**config.mk**
```make
export PLATFORM = sky130hd
export DESIGN_NAME = query_string_percent_decoder_core_flat
export DESIGN_NICKNAME = d
export VERILOG_FILES = /design/src/hdl/qspd_pkg.sv /design/src/hdl/qspd_if.sv /design/src/hdl/query_string_percent_decoder_core.sv /design/src/hdl/qspd_step.sv /design/src/hdl/qspd_fifo.sv /design/src/flat_wrapper.sv
export SDC_FILE = /design/constraint.sdc
export NUM_CORES = 1
export LEC_CHECK = 0
export ABC_AREA = 1
export BUFFER_PORTS_ARGS = -buffer_cell sky130_fd_sc_hd__clkbuf_2
export CORE_MARGIN = 1
export CORE_UTILIZATION = 62
export CTS_CLUSTER_DIAMETER = 50
export CTS_CLUSTER_SIZE = 10
export DETAILED_ROUTE_END_ITERATION = 10
export PLACE_DENSITY = 0.81
export SLEW_MARGIN = 10
export SYNTH_ARGS = -nofsm -noshare
export SYNTH_HDL_FRONTEND = slang
export SYNTH_SLANG_ARGS = --single-unit
```
**constraint.sdc**
```tcl
create_clock -name i_clk -period 4.2 [get_ports i_clk]
set_input_delay 0.21 -clock i_clk [delete_from_list [all_inputs] [get_ports i_clk]]
set_output_delay 0.21 -clock i_clk [all_outputs]
set_load 0.02 [all_outputs]
```
**src/hdl/qspd_pkg.sv**
```systemverilog
// Package for the query string percent decoder: parser phase codes, item kinds,
// status codes, character constants, hex decoding and the result header type.
// No dependencies; every other file but qspd_fifo and the file list uses it.
`timescale 1ns / 1ps
`default_nettype none

package qspd_pkg;

    localparam int LENGTH_BITS_DEF = 12;

    // Parser phase codes.
    localparam int PHASE_W = 3;
    localparam logic [PHASE_W-1:0] PH_START = 3'd0;
    localparam logic [PHASE_W-1:0] PH_NAME  = 3'd1;
    localparam logic [PHASE_W-1:0] PH_VALUE = 3'd2;
    localparam logic [PHASE_W-1:0] PH_ESC1  = 3'd3;
    localparam logic [PHASE_W-1:0] PH_ESC2  = 3'd4;
    localparam logic [PHASE_W-1:0] PH_SKIP  = 3'd5;
    localparam logic [PHASE_W-1:0] PH_STOP  = 3'd6;

    // Result item kinds.
    localparam logic [1:0] KIND_NAME  = 2'd0;
    localparam logic [1:0] KIND_VALUE = 2'd1;
    localparam logic [1:0] KIND_END   = 2'd2;

    // Parameter end status codes.
    localparam logic [1:0] ST_OK     = 2'd0;
    localparam logic [1:0] ST_BADESC = 2'd1;
    localparam logic [1:0] ST_NOEQ   = 2'd2;

    localparam logic [7:0] CH_EQUALS  = 8'h3D;
    localparam logic [7:0] CH_AMP     = 8'h26;
    localparam logic [7:0] CH_PERCENT = 8'h25;

    // Everything of a result item except its length.
    typedef struct packed {
        logic [1:0] kind;
        logic [7:0] data;
        logic [1:0] status;
        logic       last;
    } t_res_hdr;

    localparam t_res_hdr RES_NONE = '{kind: KIND_NAME, data: 8'd0, status: ST_OK, last: 1'b0};

    // Returns {is_hex, digit value}.
    function automatic logic [4:0] hex_decode(input logic [7:0] c);
        logic [4:0] r;
        r = 5'd0;
        if (c inside {[8'h30:8'h39]}) begin
            r = {1'b1, c[3:0]};
        end else if (c inside {[8'h61:8'h66], [8'h41:8'h46]}) begin
            // Letters a..f and A..F share their low three bits: 1..6.
            r = {1'b1, 4'(c[2:0] + 3'd1) + 4'd8};
        end
        return r;
    endfunction

endpackage

`default_nettype wire

```
**src/hdl/qspd_if.sv**
```systemverilog
// Handshake channel interfaces for the query string percent decoder:
// one for raw input items and one for result items.
// Depends on qspd_pkg for the default length width.
`timescale 1ns / 1ps
`default_nettype none

interface qspd_in_if;
    logic       valid;
    logic       ready;
    logic [7:0] in_byte;
    logic       end_of_string;

    modport source (output valid, output in_byte, output end_of_string, input ready);
    modport sink (input valid, input in_byte, input end_of_string, output ready);
endinterface

interface qspd_out_if #(
    parameter int LENGTH_BITS = qspd_pkg::LENGTH_BITS_DEF
);
    logic                   valid;
    logic                   ready;
    logic [1:0]             item_kind;
    logic [7:0]             data_byte;
    logic [1:0]             param_status;
    logic [LENGTH_BITS-1:0] decoded_length;
    logic                   run_last;

    modport source (output valid, output item_kind, output data_byte, output param_status,
                    output decoded_length, output run_last, input ready);
    modport sink (input valid, input item_kind, input data_byte, input param_status,
                  input decoded_length, input run_last, output ready);
endinterface

`default_nettype wire

```
**src/hdl/query_string_percent_decoder_core.sv**
```systemverilog
// Query string percent decoder, one raw byte per input item.
// A result item is offered from the result queue once its input item has left the input
// register; a full queue holds that item there. Throughput: one input item per cycle
// while the receiver takes results and each byte yields at most one result; a byte that
// yields two results needs two transfers on the single-item result port.
// Reset (i_rst_n low, synchronous): parser to start of segment, length and queue cleared.
// Depends on qspd_pkg, qspd_if, qspd_step and qspd_fifo.
`timescale 1ns / 1ps
`default_nettype none

module query_string_percent_decoder_core #(
    parameter int LENGTH_BITS = qspd_pkg::LENGTH_BITS_DEF
) (
    input  wire logic  i_clk,
    input  wire logic  i_rst_n,
    qspd_in_if.sink    i_in,
    qspd_out_if.source o_out
);
    import qspd_pkg::*;

    localparam int HDR_W = $bits(t_res_hdr);
    localparam int RES_W = HDR_W + LENGTH_BITS;

    // Input register.
    logic                   r_in_valid;
    logic [7:0]             r_in_byte;
    logic                   r_in_eos;

    // Parser state.
    logic [PHASE_W-1:0]     r_phase;
    logic [PHASE_W-1:0]     n_phase;
    logic [3:0]             r_first_hex;
    logic [3:0]             n_first_hex;
    logic [LENGTH_BITS-1:0] r_len;
    logic [LENGTH_BITS-1:0] n_len;

    logic [1:0]             res_count;
    t_res_hdr               res0;
    t_res_hdr               res1;
    logic [LENGTH_BITS-1:0] len0;
    logic [LENGTH_BITS-1:0] len1;
    logic                   room2;
    logic                   consume;
    logic                   accept;
    logic [RES_W-1:0]       q_data;
    t_res_hdr               q_hdr;

    assign consume    = r_in_valid && room2;
    assign i_in.ready = !r_in_valid || room2;
    assign accept     = i_in.valid && i_in.ready;

    always_ff @(posedge i_clk) begin
        if (!i_rst_n) begin
            r_in_valid <= 1'b0;
        end else if (accept) begin
            r_in_valid <= 1'b1;
        end else if (consume) begin
            r_in_valid <= 1'b0;
        end
    end

    always_ff @(posedge i_clk) begin
        if (accept) begin
            r_in_byte <= i_in.in_byte;
            r_in_eos  <= i_in.end_of_string;
        end
    end

    always_ff @(posedge i_clk) begin
        if (!i_rst_n) begin
            r_phase     <= PH_START;
            r_first_hex <= 4'd0;
            r_len       <= '0;
        end else if (consume) begin
            r_phase     <= n_phase;
            r_first_hex <= n_first_hex;
            r_len       <= n_len;
        end
    end

    qspd_step #(
        .LENGTH_BITS(LENGTH_BITS)
    ) u_step (
        .i_phase    (r_phase),
        .i_first_hex(r_first_hex),
        .i_len      (r_len),
        .i_byte     (r_in_byte),
        .i_last     (r_in_eos),
        .o_phase    (n_phase),
        .o_first_hex(n_first_hex),
        .o_len      (n_len),
        .o_count    (res_count),
        .o_res0     (res0),
        .o_res1     (res1),
        .o_len0     (len0),
        .o_len1     (len1)
    );

    qspd_fifo #(
        .WIDTH(RES_W)
    ) u_fifo (
        .i_clk  (i_clk),
        .i_rst_n(i_rst_n),
        .i_push (consume ? res_count : 2'd0),
        .i_data0({res0, len0}),
        .i_data1({res1, len1}),
        .i_pop  (o_out.ready),
        .o_valid(o_out.valid),
        .o_data (q_data),
        .o_room2(room2)
    );

    assign q_hdr                = t_res_hdr'(q_data[RES_W-1:LENGTH_BITS]);
    assign o_out.item_kind      = q_hdr.kind;
    assign o_out.data_byte      = q_hdr.data;
    assign o_out.param_status   = q_hdr.status;
    assign o_out.run_last       = q_hdr.last;
    assign o_out.decoded_length = q_data[LENGTH_BITS-1:0];

    a_eos_resets: assert property (@(posedge i_clk) disable iff (!i_rst_n)
        (consume && r_in_eos) |=> (r_phase == PH_START && r_len == '0 && r_first_hex == 4'd0))
        else $error("parser not back at segment start after final byte");

    a_phase_legal: assert property (@(posedge i_clk) disable iff (!i_rst_n)
        r_phase <= PH_STOP)
        else $error("parser phase holds an unused code");

    a_skip_holds: assert property (@(posedge i_clk) disable iff (!i_rst_n)
        (consume && r_phase == PH_SKIP && r_in_byte != CH_AMP && !r_in_eos)
        |=> (r_phase == PH_SKIP))
        else $error("skip phase left without a separator");

    a_stop_silent: assert property (@(posedge i_clk) disable iff (!i_rst_n)
        (r_phase == PH_STOP || r_phase == PH_SKIP) |-> (res_count == 2'd0))
        else $error("results produced while skipping or stopped");

endmodule

`default_nettype wire

```
**src/hdl/qspd_step.sv**
```systemverilog
// Next-state and result logic of the decoder for one raw byte.
// Purely combinational; depends on qspd_pkg.
`timescale 1ns / 1ps
`default_nettype none

module qspd_step #(
    parameter int LENGTH_BITS = qspd_pkg::LENGTH_BITS_DEF
) (
    input  wire logic [qspd_pkg::PHASE_W-1:0] i_phase,
    input  wire logic [3:0]                   i_first_hex,
    input  wire logic [LENGTH_BITS-1:0]       i_len,
    input  wire logic [7:0]                   i_byte,
    input  wire logic                         i_last,
    output logic      [qspd_pkg::PHASE_W-1:0] o_phase,
    output logic      [3:0]                   o_first_hex,
    output logic      [LENGTH_BITS-1:0]       o_len,
    output logic      [1:0]                   o_count,
    output qspd_pkg::t_res_hdr                o_res0,
    output qspd_pkg::t_res_hdr                o_res1,
    output logic      [LENGTH_BITS-1:0]       o_len0,
    output logic      [LENGTH_BITS-1:0]       o_len1
);
    import qspd_pkg::*;

    localparam logic [LENGTH_BITS-1:0] LEN_MAX = '1;

    logic [4:0]             hex;
    logic                   is_hex;
    logic [LENGTH_BITS-1:0] len_inc;
    logic [7:0]             value;

    assign hex     = hex_decode(i_byte);
    assign is_hex  = hex[4];
    assign len_inc = (i_len == LEN_MAX) ? i_len : i_len + LENGTH_BITS'(1);
    assign value   = (i_phase == PH_ESC2) ? {i_first_hex, hex[3:0]} : i_byte;

    always_comb begin
        o_phase     = i_phase;
        o_first_hex = i_first_hex;
        o_len       = i_len;
        o_count     = 2'd0;
        o_res0      = RES_NONE;
        o_res1      = RES_NONE;
        o_len0      = '0;
        o_len1      = '0;
        case (i_phase)
            PH_START, PH_NAME: begin
                if (i_byte == CH_EQUALS) begin
                    o_phase = PH_VALUE;
                    o_len   = '0;
                    if (i_last) begin
                        o_res0.kind = KIND_END;
                        o_count     = 2'd1;
                    end
                end else if (i_byte == CH_AMP) begin
                    o_res0.kind   = KIND_END;
                    o_res0.status = ST_NOEQ;
                    o_count       = 2'd1;
                    o_phase       = PH_STOP;
                    o_len         = '0;
                end else begin
                    o_res0.kind = KIND_NAME;
                    o_res0.data = i_byte;
                    o_phase     = PH_NAME;
                    o_count     = 2'd1;
                    if (i_last) begin
                        o_res1.kind   = KIND_END;
                        o_res1.status = ST_NOEQ;
                        o_count       = 2'd2;
                    end
                end
            end
            PH_VALUE: begin
                if (i_byte == CH_AMP) begin
                    o_res0.kind = KIND_END;
                    o_len0      = i_len;
                    o_count     = 2'd1;
                    o_len       = '0;
                    o_phase     = PH_START;
                end else if (i_byte == CH_PERCENT) begin
                    o_phase = PH_ESC1;
                    if (i_last) begin
                        o_res0.kind   = KIND_END;
                        o_res0.status = ST_BADESC;
                        o_count       = 2'd1;
                    end
                end else begin
                    o_res0.kind = KIND_VALUE;
                    o_res0.data = i_byte;
                    o_len       = len_inc;
                    o_count     = 2'd1;
                    if (i_last) begin
                        o_res1.kind = KIND_END;
                        o_len1      = len_inc;
                        o_count     = 2'd2;
                    end
                end
            end
            PH_ESC1, PH_ESC2: begin
                // A double percent sign in the first escape position is a literal.
                if ((i_phase == PH_ESC1 && i_byte == CH_PERCENT)
                        || (i_phase == PH_ESC2 && is_hex)) begin
                    o_res0.kind = KIND_VALUE;
                    o_res0.data = value;
                    o_len       = len_inc;
                    o_phase     = PH_VALUE;
                    o_count     = 2'd1;
                    if (i_last) begin
                        o_res1.kind = KIND_END;
                        o_len1      = len_inc;
                        o_count     = 2'd2;
                    end
                end else if (i_phase == PH_ESC1 && is_hex && !i_last) begin
                    o_first_hex = hex[3:0];
                    o_phase     = PH_ESC2;
                end else begin
                    o_res0.kind   = KIND_END;
                    o_res0.status = ST_BADESC;
                    o_count       = 2'd1;
                    o_len         = '0;
                    o_phase       = (i_byte == CH_AMP) ? PH_START : PH_SKIP;
                end
            end
            PH_SKIP: begin
                if (i_byte == CH_AMP) begin
                    o_phase = PH_START;
                    o_len   = '0;
                end
            end
            default: begin
            end
        endcase

        o_res0.last = (o_count == 2'd1);
        o_res1.last = (o_count == 2'd2);

        // The final byte of a string returns the parser to its reset state.
        if (i_last) begin
            o_phase     = PH_START;
            o_first_hex = 4'd0;
            o_len       = '0;
        end
    end

endmodule

`default_nettype wire

```
**src/hdl/qspd_fifo.sv**
```systemverilog
// Four-entry result queue that takes up to two items per cycle and
// gives one item per cycle. Depends on nothing.
`timescale 1ns / 1ps
`default_nettype none

module qspd_fifo #(
    parameter int WIDTH = 25
) (
    input  wire logic             i_clk,
    input  wire logic             i_rst_n,
    input  wire logic [1:0]       i_push,
    input  wire logic [WIDTH-1:0] i_data0,
    input  wire logic [WIDTH-1:0] i_data1,
    input  wire logic             i_pop,
    output logic                  o_valid,
    output logic      [WIDTH-1:0] o_data,
    output logic                  o_room2
);
    localparam int DEPTH = 4;
    localparam int AW    = $clog2(DEPTH);
    localparam int CW    = $clog2(DEPTH + 1);

    logic [WIDTH-1:0] r_mem [DEPTH];
    logic [AW-1:0]    r_wr;
    logic [AW-1:0]    n_wr;
    logic [AW-1:0]    r_rd;
    logic [AW-1:0]    n_rd;
    logic [CW-1:0]    r_count;
    logic [CW-1:0]    n_count;
    logic             pop;

    assign o_valid = (r_count != '0);
    assign o_data  = r_mem[r_rd];
    assign o_room2 = (r_count <= CW'(DEPTH - 2));
    assign pop     = i_pop && o_valid;
    assign n_wr    = r_wr + AW'(i_push);
    assign n_rd    = r_rd + AW'(pop);
    assign n_count = r_count + CW'(i_push) - CW'(pop);

    always_ff @(posedge i_clk) begin
        if (!i_rst_n) begin
            r_wr    <= '0;
            r_rd    <= '0;
            r_count <= '0;
        end else begin
            r_wr    <= n_wr;
            r_rd    <= n_rd;
            r_count <= n_count;
        end
    end

    always_ff @(posedge i_clk) begin
        if (i_push != 2'd0) begin
            r_mem[r_wr] <= i_data0;
        end
        if (i_push == 2'd2) begin
            r_mem[r_wr + AW'(1)] <= i_data1;
        end
    end

    a_count_bound: assert property (@(posedge i_clk) disable iff (!i_rst_n)
        r_count <= CW'(DEPTH))
        else $error("result queue count beyond depth");

    a_no_overflow: assert property (@(posedge i_clk) disable iff (!i_rst_n)
        (i_push != 2'd0) |-> ((r_count + CW'(i_push)) <= CW'(DEPTH)))
        else $error("result queue written while full");

    a_count_track: assert property (@(posedge i_clk) disable iff (!i_rst_n)
        (i_push == 2'd0 && !pop) |=> $stable(r_count))
        else $error("result queue count moved without push or pop");

endmodule

`default_nettype wire

```
**src/flat_wrapper.sv**
```systemverilog
// flat-port wrapper written by rule: the top's interface ports become plain ports
module query_string_percent_decoder_core_flat import qspd_pkg::*;
#(
    parameter int LENGTH_BITS = qspd_pkg::LENGTH_BITS_DEF
)
  (i_clk, i_rst_n, i_in_valid, i_in_in_byte, i_in_end_of_string, i_in_ready, o_out_valid, o_out_item_kind, o_out_data_byte, o_out_param_status, o_out_decoded_length, o_out_run_last, o_out_ready);
  qspd_in_if i_in_i ();
  qspd_out_if #(.LENGTH_BITS(LENGTH_BITS)) o_out_i ();
  input  wire logic i_clk;
  input  wire logic i_rst_n;
  input wire logic [$bits(i_in_i.valid)-1:0] i_in_valid;
  input wire logic [$bits(i_in_i.in_byte)-1:0] i_in_in_byte;
  input wire logic [$bits(i_in_i.end_of_string)-1:0] i_in_end_of_string;
  output wire logic [$bits(i_in_i.ready)-1:0] i_in_ready;
  output wire logic [$bits(o_out_i.valid)-1:0] o_out_valid;
  output wire logic [$bits(o_out_i.item_kind)-1:0] o_out_item_kind;
  output wire logic [$bits(o_out_i.data_byte)-1:0] o_out_data_byte;
  output wire logic [$bits(o_out_i.param_status)-1:0] o_out_param_status;
  output wire logic [$bits(o_out_i.decoded_length)-1:0] o_out_decoded_length;
  output wire logic [$bits(o_out_i.run_last)-1:0] o_out_run_last;
  input wire logic [$bits(o_out_i.ready)-1:0] o_out_ready;
  assign i_in_i.valid = i_in_valid;
  assign i_in_i.in_byte = i_in_in_byte;
  assign i_in_i.end_of_string = i_in_end_of_string;
  assign i_in_ready = i_in_i.ready;
  assign o_out_valid = o_out_i.valid;
  assign o_out_item_kind = o_out_i.item_kind;
  assign o_out_data_byte = o_out_i.data_byte;
  assign o_out_param_status = o_out_i.param_status;
  assign o_out_decoded_length = o_out_i.decoded_length;
  assign o_out_run_last = o_out_i.run_last;
  assign o_out_i.ready = o_out_ready;
  query_string_percent_decoder_core #(.LENGTH_BITS(LENGTH_BITS)) u_core (.i_clk(i_clk), .i_rst_n(i_rst_n), .i_in(i_in_i), .o_out(o_out_i));
endmodule
```
* After elaboration in Yosys (flattened, before gate mapping)
Memories as Yosys holds them, arrays and structs flattened. A register that Yosys moved wholly into a read port is not among the register bits. Index checks and enable logic that the tools add are counted.
Storage, ports and cells: bits in registers 36, memory bits (writable) 100, input port bits 13, output and inout bits 27, logic and storage cells 141, memories 1
Memory list:
- u_core.u_fifo.r_mem | depth 4, bits a word 25, read ports 1, clocked after Yosys merged registers in 1, write ports 2, RTL line qspd_fifo.sv:23 | logic [WIDTH-1:0] r_mem [DEPTH];
Operators by class: add/subtract/negate cells 8, magnitude comparators 7, eq/ne operators 17, mux-type cells 72, reductions and logical operators 27
Operators with widths (count):
- 12-bit two-way mux | 14
- 12-bit case mux with 4 select lines | 1
- 2-bit two-way mux | 22
- 12-bit case mux with 3 select lines | 1
- 8-bit two-way mux | 4
- 3-bit two-way mux | 9
- 8-bit by 6-bit == test with 1-bit output, second input constant | 3
- 12-bit case mux with 2 select lines | 1
- 10-bit two-way mux | 2
- 8-bit by 7-bit >= comparator with 1-bit output, second input constant | 2
- 8-bit by 7-bit less-or-equal comparator with 1-bit output, second input constant | 2
- 4-bit two-way mux | 4
- 12-bit by 1-bit adder with 12-bit output, second input constant | 1
- 12-bit == test, second input constant | 1
- 4-bit by 3-bit != test with 1-bit output, second input constant | 3
- 2-bit case mux with 3 select lines | 2
- 3-bit case mux with 4 select lines | 1
- 4-bit AND reduction | 3
- 1-bit logical AND | 10
- 5-bit two-way mux | 2
- 2-bit nonzero test | 5
- 1-bit two-way mux | 9
- 8-bit by 6-bit >= comparator with 1-bit output, second input constant | 1
- 8-bit by 6-bit less-or-equal comparator with 1-bit output, second input constant | 1
- other kinds (21) | 27

* Logic depth before layout (Yosys ltp)
Gate-level depths: netlist of run 1.
word-level depth 14, gate-level depth with buffers 20, depth with buffers taken out 20

* Modules after synthesis
Synthesis of run 1 repeated with hierarchy kept, for this count alone.
Second synthesis, totals: cell total of the unflattened synthesis 1131, area total of the unflattened synthesis 8849.7 um2
Modules (own cells, without submodules):
- qspd_fifo | times used 1, cells an instance 544, area each 5612.9 um2, sequential area each 3143.0 um2
- qspd_step | times used 1, cells an instance 447, area each 2122.0 um2, sequential area each 0.0 um2
- query_string_percent_decoder_core | times used 1, cells an instance 140, area each 1114.8 um2, sequential area each 670.6 um2

* Worst setup path before layout of run 1
Ideal clock, no wire load.
path type reg-to-reg, start reg u_core.r_in_byte[1], end mem u_core.u_fifo.r_mem[2][0], enable pin, library setup time 366 ps, data arrival time 2569 ps, data required time 3834 ps, path slack 1265 ps, stages on the path, launching flop included 15, path buffers 1, period minus slack after synthesis 2935 ps, cells stage by stage edfxtp_1 -> inv_1 -> ha_1 -> inv_1 -> nor3_4 -> inv_1 -> ha_1 -> nor2_1 -> o22ai_1 -> nor2_1 -> nand2_4 -> nor2_8 -> nand2_4 -> buf_6 -> nand2_1
RTL lines:
- from (decl) | RTL line query_string_percent_decoder_core.sv:26 | logic [7:0] r_in_byte;
- from (signal assigned) | RTL line query_string_percent_decoder_core.sv:64 | r_in_byte <= i_in.in_byte;
- to (decl) | RTL line qspd_fifo.sv:23

==> results of run 1 <==
-- metrics by stage --
| stage | hold slack, ns | setup WS, ns | total power [mW] | util |
|---|---|---|---|---|
| final | 0.03448 | 0.5137 | 4.715 | 0.6956 |
| after global routing | 0.05812 | 0.3416 | 4.993 | 0.6956 |
| after CTS | 0.03645 | 0.5614 | 4.703 | 0.6956 |
| after detailed placement | 0.3886 | 0.5920 | 3.277 | 0.6436 |
| after global placement | 0.3873 | 0.7823 | 3.244 | 0.6436 |
| after floorplan | 0.3089 | 1.265 | 2.906 | - |
-- worst register-to-register path, cell delays in order, from the launching register on --
cell and delay (ns):
edfxtp_1 0.46, inv_1 0.16, ha_1 0.16, inv_1 0.09
nor3_4 0.27, inv_1 0.11, ha_1 0.30, nor2_1 0.13
o22ai_1 0.09, nor2_1 0.21, nand2_4 0.11, nor2_8 0.27
nand2_4 0.29, nand2_1 0.66
-- power by group --
part           switching (mW)  leakage (nW)  internal, mW  total, mW
sequential              0.143          1.18          1.66       1.81
combinational            1.00          2.44         0.469       1.47
clock                   0.575         0.264         0.866       1.44
total                    1.72          3.88          3.00       4.72
-- kinds of logic (layout without fill, tap and decap cells) --
logic type / after synthesis / after routing / synth area share
AOI/OAI and AO/OA: 239 / 239 / 0.1791
xor gates and xnor gates: 8 / 8 / 0.008812
adders and majority gates: 15 / 15 / 0.02455
buffers and inverters: 175 / 208 / 0.09929
DFF: 136 / 136 / 0.4293
and+or+nand+nor: 451 / 451 / 0.2590
-- placed cells by master (no fill, tap or decap), drive strengths merged, types with 2 or more instances in the layout --
cell,count
edfxtp,69
bufinv,2
a31oi,2
clkbuf,58
a21oi,70
a22oi,2
buf,9
nand4,5
dlygate4sd3,9
nand2,218
dfxtp,67
o22ai,57
a21boi,3
o221ai,2
o21ai,94
clkinv,8
xor2,7
nand3,67
clkinvlp,4
or2,4
nor3,9
inv,118
nor2,148
o211ai,8
ha,14
-- metal layers --
layer	part of all wire	GRT usage	up-vias	wire length [um]
li1	-	-	3453	-
met1	0.45	0.4392	3249	8640
met2	0.45	0.4839	319	8738
met3	0.088	0.06537	31	1705
met4	0.014	0.08918	0	267
met5	0	0	-	0
-- flip-flops by register name, summed over array words and instances (netlist names) --
signal / count
u_core.u_fifo.r_mem: 100
u_core.r_len: 12
u_core.r_in_byte: 8
u_core.r_first_hex: 4
u_core.r_phase: 3
u_core.u_fifo.r_count: 3
u_core.u_fifo.r_rd: 2
u_core.u_fifo.r_wr: 2
u_core.r_in_eos: 1
u_core.r_in_valid: 1
-- layout make-up --
| class | count | area [um2] | area share |
|---|---|---|---|
| Inverter | 119 | 446.7 | 0.05109 |
| Clock inverter | 13 | 130.1 | 0.01488 |
| Clock buffer | 19 | 432.9 | 0.04952 |
| Timing Repair Buffer | 57 | 352.8 | 0.04036 |
| Tap cell | 172 | 215.2 | 0.02462 |
| Sequential cell | 136 | 3413 | 0.3904 |
| Multi-Input combinational cell | 713 | 3751 | 0.4291 |
-- worst paths after layout --
kind	start	to	cells after the start
worst min-delay path	i_in_valid	u_core.r_in_valid	3
worst max register to register	u_core.r_in_byte[1]	u_core.u_fifo.r_mem[2][8]	13
worst min register to register	u_core.r_first_hex[3]	u_core.r_first_hex[3]	2
worst max-delay path	u_core.r_in_byte[1]	u_core.u_fifo.r_mem[2][8]	13
==> qor.csv, run 1 <==
metric,value,unit
I/O Pins,40,
RSZ-0062 raised after global routing,no,
startpoint types,register,
worst-case clock skew,0.006508,ns
post-detail-place hpwl,13.11,mm
pins over their slew limit,0,
Netlist Area Pre-Place,0.007951,mm2
slowest cell delay on critical path,0.65,ns
Die W,115.2,um
reg2reg setup slack,0.51,ns
CTS Root Cell,clkbuf_16,
"most used cell, CP",inv_1,
Iter 0 DRT Violations,768,
"delay-heaviest family, CP",simple AND/OR/NAND/NOR gates,
"Avg Cell Area, Syn",7.765,um2
Worst Path Max Fanout,27,
worst-case clock buffer depth,2,
Cell variety after synth,43,
Residual DRC,0,
CP cell instances,inv_1 -> ha_1 -> inv_1 -> nor3_4 -> inv_1 -> ha_1 -> nor2_1 -> o22ai_1 -> nor2_1 -> nand2_4 -> nor2_8 -> nand2_4 -> nand2_1,
DIE AREA,0.01328,mm2
GP Congestion,0.9478,
critical path type,reg -> reg,
Area Growth Syn to Fin,9.945,%
Layout Cells excl Fill,1229,
synth cell count leaders,"nand2_1 (182), nor2_1 (140), inv_1 (101)",
Area contributors post-synth,"edfxtp_1 (26%), dfxtp_1 (17%), nand2_1 (8.6%)",
CTS tree,built,
Crit path arrival time,3.75,ns
TritonCTS buffer count,17,
LEAKAGE,3.878,nW
Total Routing Usage GR,0.3111,
Post-synth EDFFs,69,
n_diodes,0,
# clock sinks,136,
# rows,41,
postcts setup bufs,0,
Layout fillers,1034,
status,finished clean,
DR pass1 iterations,8,
first-pass GRT wire length,31.47,mm
Slew headroom,0.2353,
placed cell area,0.008089,mm2
PD cells,539.4,mW/mm2
setup violators final,0,
max_cap viols,0,
final net count,1072,
Final Hold Viols,0,
post-cts resize count,0,
Starting Density,0.6327,
vias in the first global route,6270,
top-count cell post-synth,nand2_1,
Ys Warns,0,
Hold Buf Count CTS,9,
post-synthesis register bit count,136,
highest clock rate,0.2713,GHz
minimum clock period,3.686,ns
placed cell count,1188,
"Net Count, Synth",1052,
Core Area,0.01257,mm2
register area share after synthesis,0.4293,
worst vdd rail ir drop,0.0002788,V
PortBufs,39,
"Async S/R FF share, synth",0,
pin count of the biggest net entering global routing,51,
post-route cell area,0.008742,mm2
worst hold path type,in -> reg,
Wirelength per Cell,15.75,um
crit path capture type,register,
Vias,7052,
setup_tns,0,ns
Final Cycle Share,0.8777,
"Reg clk slew, reported paths",0.06,ns
Tightest Pin Transition,1.146,ns
clk_lat worst skew,0.43,ns
H-tree Lvls,4,
worst endpoint required time,4.26,ns
initial antenna violation count,0,
routed vias/inst,5.738,
cells after synthesis,1024,
final antenna-violating net count,0,
final WL,19.35,mm
cell taking the most area after synthesis,edfxtp_1,
Die H,115.2,um
CP max-delay cell,nand2_1,
crit path buf inv count,3,
ratio of cells with drive above 1 in the final layout,0.1533,
top cell type's share of synthesized area,0.2606,
grt ovf,0,
"Top FF cell, synth",edfxtp_1,
No activity file was read; power rests on OpenSTA's default activity.
==> run 2: changes to the inputs <==
--- a/config.mk
+++ b/config.mk
@@ -12,6 +12,8 @@
 export CTS_CLUSTER_DIAMETER = 50
 export CTS_CLUSTER_SIZE = 10
 export DETAILED_ROUTE_END_ITERATION = 10
+export HOLD_SLACK_MARGIN = 0.08
+export MAX_ROUTING_LAYER = met4
 export PLACE_DENSITY = 0.81
 export SLEW_MARGIN = 10
 export SYNTH_ARGS = -nofsm -noshare
==> run 2 against run 1 <==
  * Final area about the same
  * Setup slack better by 0.11 ns
  * Sequential power barely moved
  * Hold slack gained 0.17 ns
  * Wire length increased by 1.1%
  * Final cell count increased by 0.16%
  * Register-to-register slack improved by 0.11 ns
  * Power is essentially flat
  * Via count is 0.68% higher
  * Largest power group unchanged
  * Highest routed layer unchanged
==> qor.csv, run 2 (synthesis gave the netlist of run 1 again) <==
metric,value,unit,change
status,finished clean,,
total power,4.713,mW,about the same
minimum clock period,3.581,ns,-0.1058 ns
final setup margin,0.6195,ns,+0.1058 ns
startpoint types,register,,
Starting Density,0.6327,,unchanged
highest clock rate,0.2793,GHz,+3.0%
CTS Root Cell,clkbuf_16,,
Die H,115.2,um,unchanged
initial antenna violation count,0,,unchanged
post-detail-place hpwl,13.04,mm,-0.48%
worst-case clock buffer depth,2,,unchanged
"Reg clk slew, reported paths",0.06,ns,about the same
grt ovf,0,,unchanged
Die W,115.2,um,unchanged
pins over their slew limit,0,,unchanged
Hold Buf Count CTS,10,,+1
pre-CTS setup slack,0.6724,ns,+0.08037 ns
Setup crit start,u_core.r_in_byte[1],,
worst endpoint required time,4.26,ns,about the same
Core Area,0.01257,mm2,unchanged
postcts setup bufs,0,,unchanged
H-tree Lvls,4,,unchanged
placed cell count,1189,,+0.084%
max reg flops,100,,unchanged
vias in the first global route,6371,,+1.6%
Layout Cells excl Fill,1231,,+0.16%
worst r2r src,u_core.r_in_byte[1],,
Total Routing Usage GR,0.3203,,+0.009200
most frequent cells in the layout,"nand2_1 (182), nor2_1 (139), inv_1 (101)",,
PD cells,538.7,mW/mm2,-0.13%
first-pass GRT wire length,31.65,mm,+0.57%
max_cap viols,0,,unchanged
final antenna-violating net count,0,,unchanged
critical path type,reg -> reg,,
GP Congestion,0.9701,,+2.4%
Final Core Density,0.6962,,about the same
# rows,41,,unchanged
Final Cycle Share,0.8525,,-0.02518
crit path capture type,register,,
Area Growth Syn to Fin,10.04,%,about the same
post-cts resize count,0,,unchanged
final WL,19.57,mm,+1.1%
worst hold path type,in -> reg,,
Vias,7100,,+0.68%
ratio of cells with drive above 1 in the final layout,0.1492,,-0.004067
Crit path arrival time,3.64,ns,-0.11 ns
DR pass1 iterations,5,,-3
# clock sinks,136,,unchanged
biggest regs,"u_core.u_fifo.r_mem (100), u_core.r_len (12), u_core.r_in_byte (8)",,
setup violators final,0,,unchanged
TritonCTS buffer count,17,,unchanged
setup_tns,0,ns,unchanged
Tightest Pin Transition,1.171,ns,+0.02521 ns
"Most flops, register",u_core.u_fifo.r_mem,,
clk_lat worst skew,0.43,ns,about the same
Iter 0 DRT Violations,767,,-0.13%
routed vias/inst,5.768,,+0.52%
RSZ-0062 raised after global routing,no,,
LEAKAGE,3.892,nW,+0.35%
worst vdd rail ir drop,0.0003239,V,+16%
reg2reg setup slack,0.62,ns,+0.11 ns
Final Hold Viols,0,,unchanged
placed cell area,0.008097,mm2,about the same
Worst Path Max Fanout,26,,-3.7%
final net count,1074,,+0.19%
CTS tree,built,,
PortBufs,39,,unchanged
I/O Pins,40,,unchanged
Wirelength per Cell,15.90,um,+0.96%
Slew headroom,0.2184,,-0.01684
post-route cell area,0.008750,mm2,about the same
min-delay src,i_rst_n,,
Residual DRC,0,,unchanged
"most common cell after layout, fill and taps aside",nand2_1,,
n_diodes,0,,unchanged
worst-case clock skew,0.006024,ns,-0.0004834 ns
DIE AREA,0.01328,mm2,unchanged
WHS,0.2056,ns,+0.1712 ns
pin count of the biggest net entering global routing,51,,unchanged
==> run 2: cell count changes in the layout (fill, tap and decap cells not counted), sizes merged <==
cell	delta
clkbuf	+10
clkinv	-5
clkinvlp	-4
buf	+1
bufinv	-1
dlygate4sd3	+1
==> run 2: cell type report <==
class	instances	area, um2
clock buffers	29	511.7
clock inverters	3	41.29
fillers	996	3819
inverters	119	446.7
multi-input cells	713	3751
flip-flops and latches	136	3413
well taps	172	215.2
repair buffers	59	370.4
==> run 2: critical path, cell delays in order, from the launching register on <==
cell and delay (ns):
edfxtp_1 0.45, inv_1 0.16, ha_1 0.16, inv_1 0.09, nor3_4 0.27, inv_1 0.10, ha_1 0.29, nor2_1 0.11
o22ai_1 0.07, nor2_1 0.18, nand2_4 0.10, nor2_8 0.26, nand2_4 0.27, nand2_1 0.69
==> run 2: path summary, 6_finish.rpt <==
| path | cells after the start | to |
|---|---|---|
| min | 3 | u_core.u_fifo.r_count[1] |
| max | 13 | u_core.u_fifo.r_mem[0][3] |
| min reg2reg | 2 | u_core.r_first_hex[0] |
| max reg2reg | 13 | u_core.u_fifo.r_mem[0][3] |
==> run 2: power by group <==
group	total, mW	internal, mW	switching (mW)
clock network	1.43	0.881	0.547
logic	1.48	0.471	1.01
registers	1.81	1.66	0.144
==> run 2: per-layer routing <==
| layer | track usage | part of all wire | up-vias | routed length, um |
|---|---|---|---|---|
| met5 | - | 0 | - | 0 |
| li1 | - | - | 3455 | - |
| met2 | 0.4900 | 0.46 | 359 | 8927 |
| met1 | 0.4164 | 0.43 | 3256 | 8404 |
| met3 | 0.08329 | 0.099 | 30 | 1942 |
| met4 | 0.09957 | 0.015 | 0 | 294 |
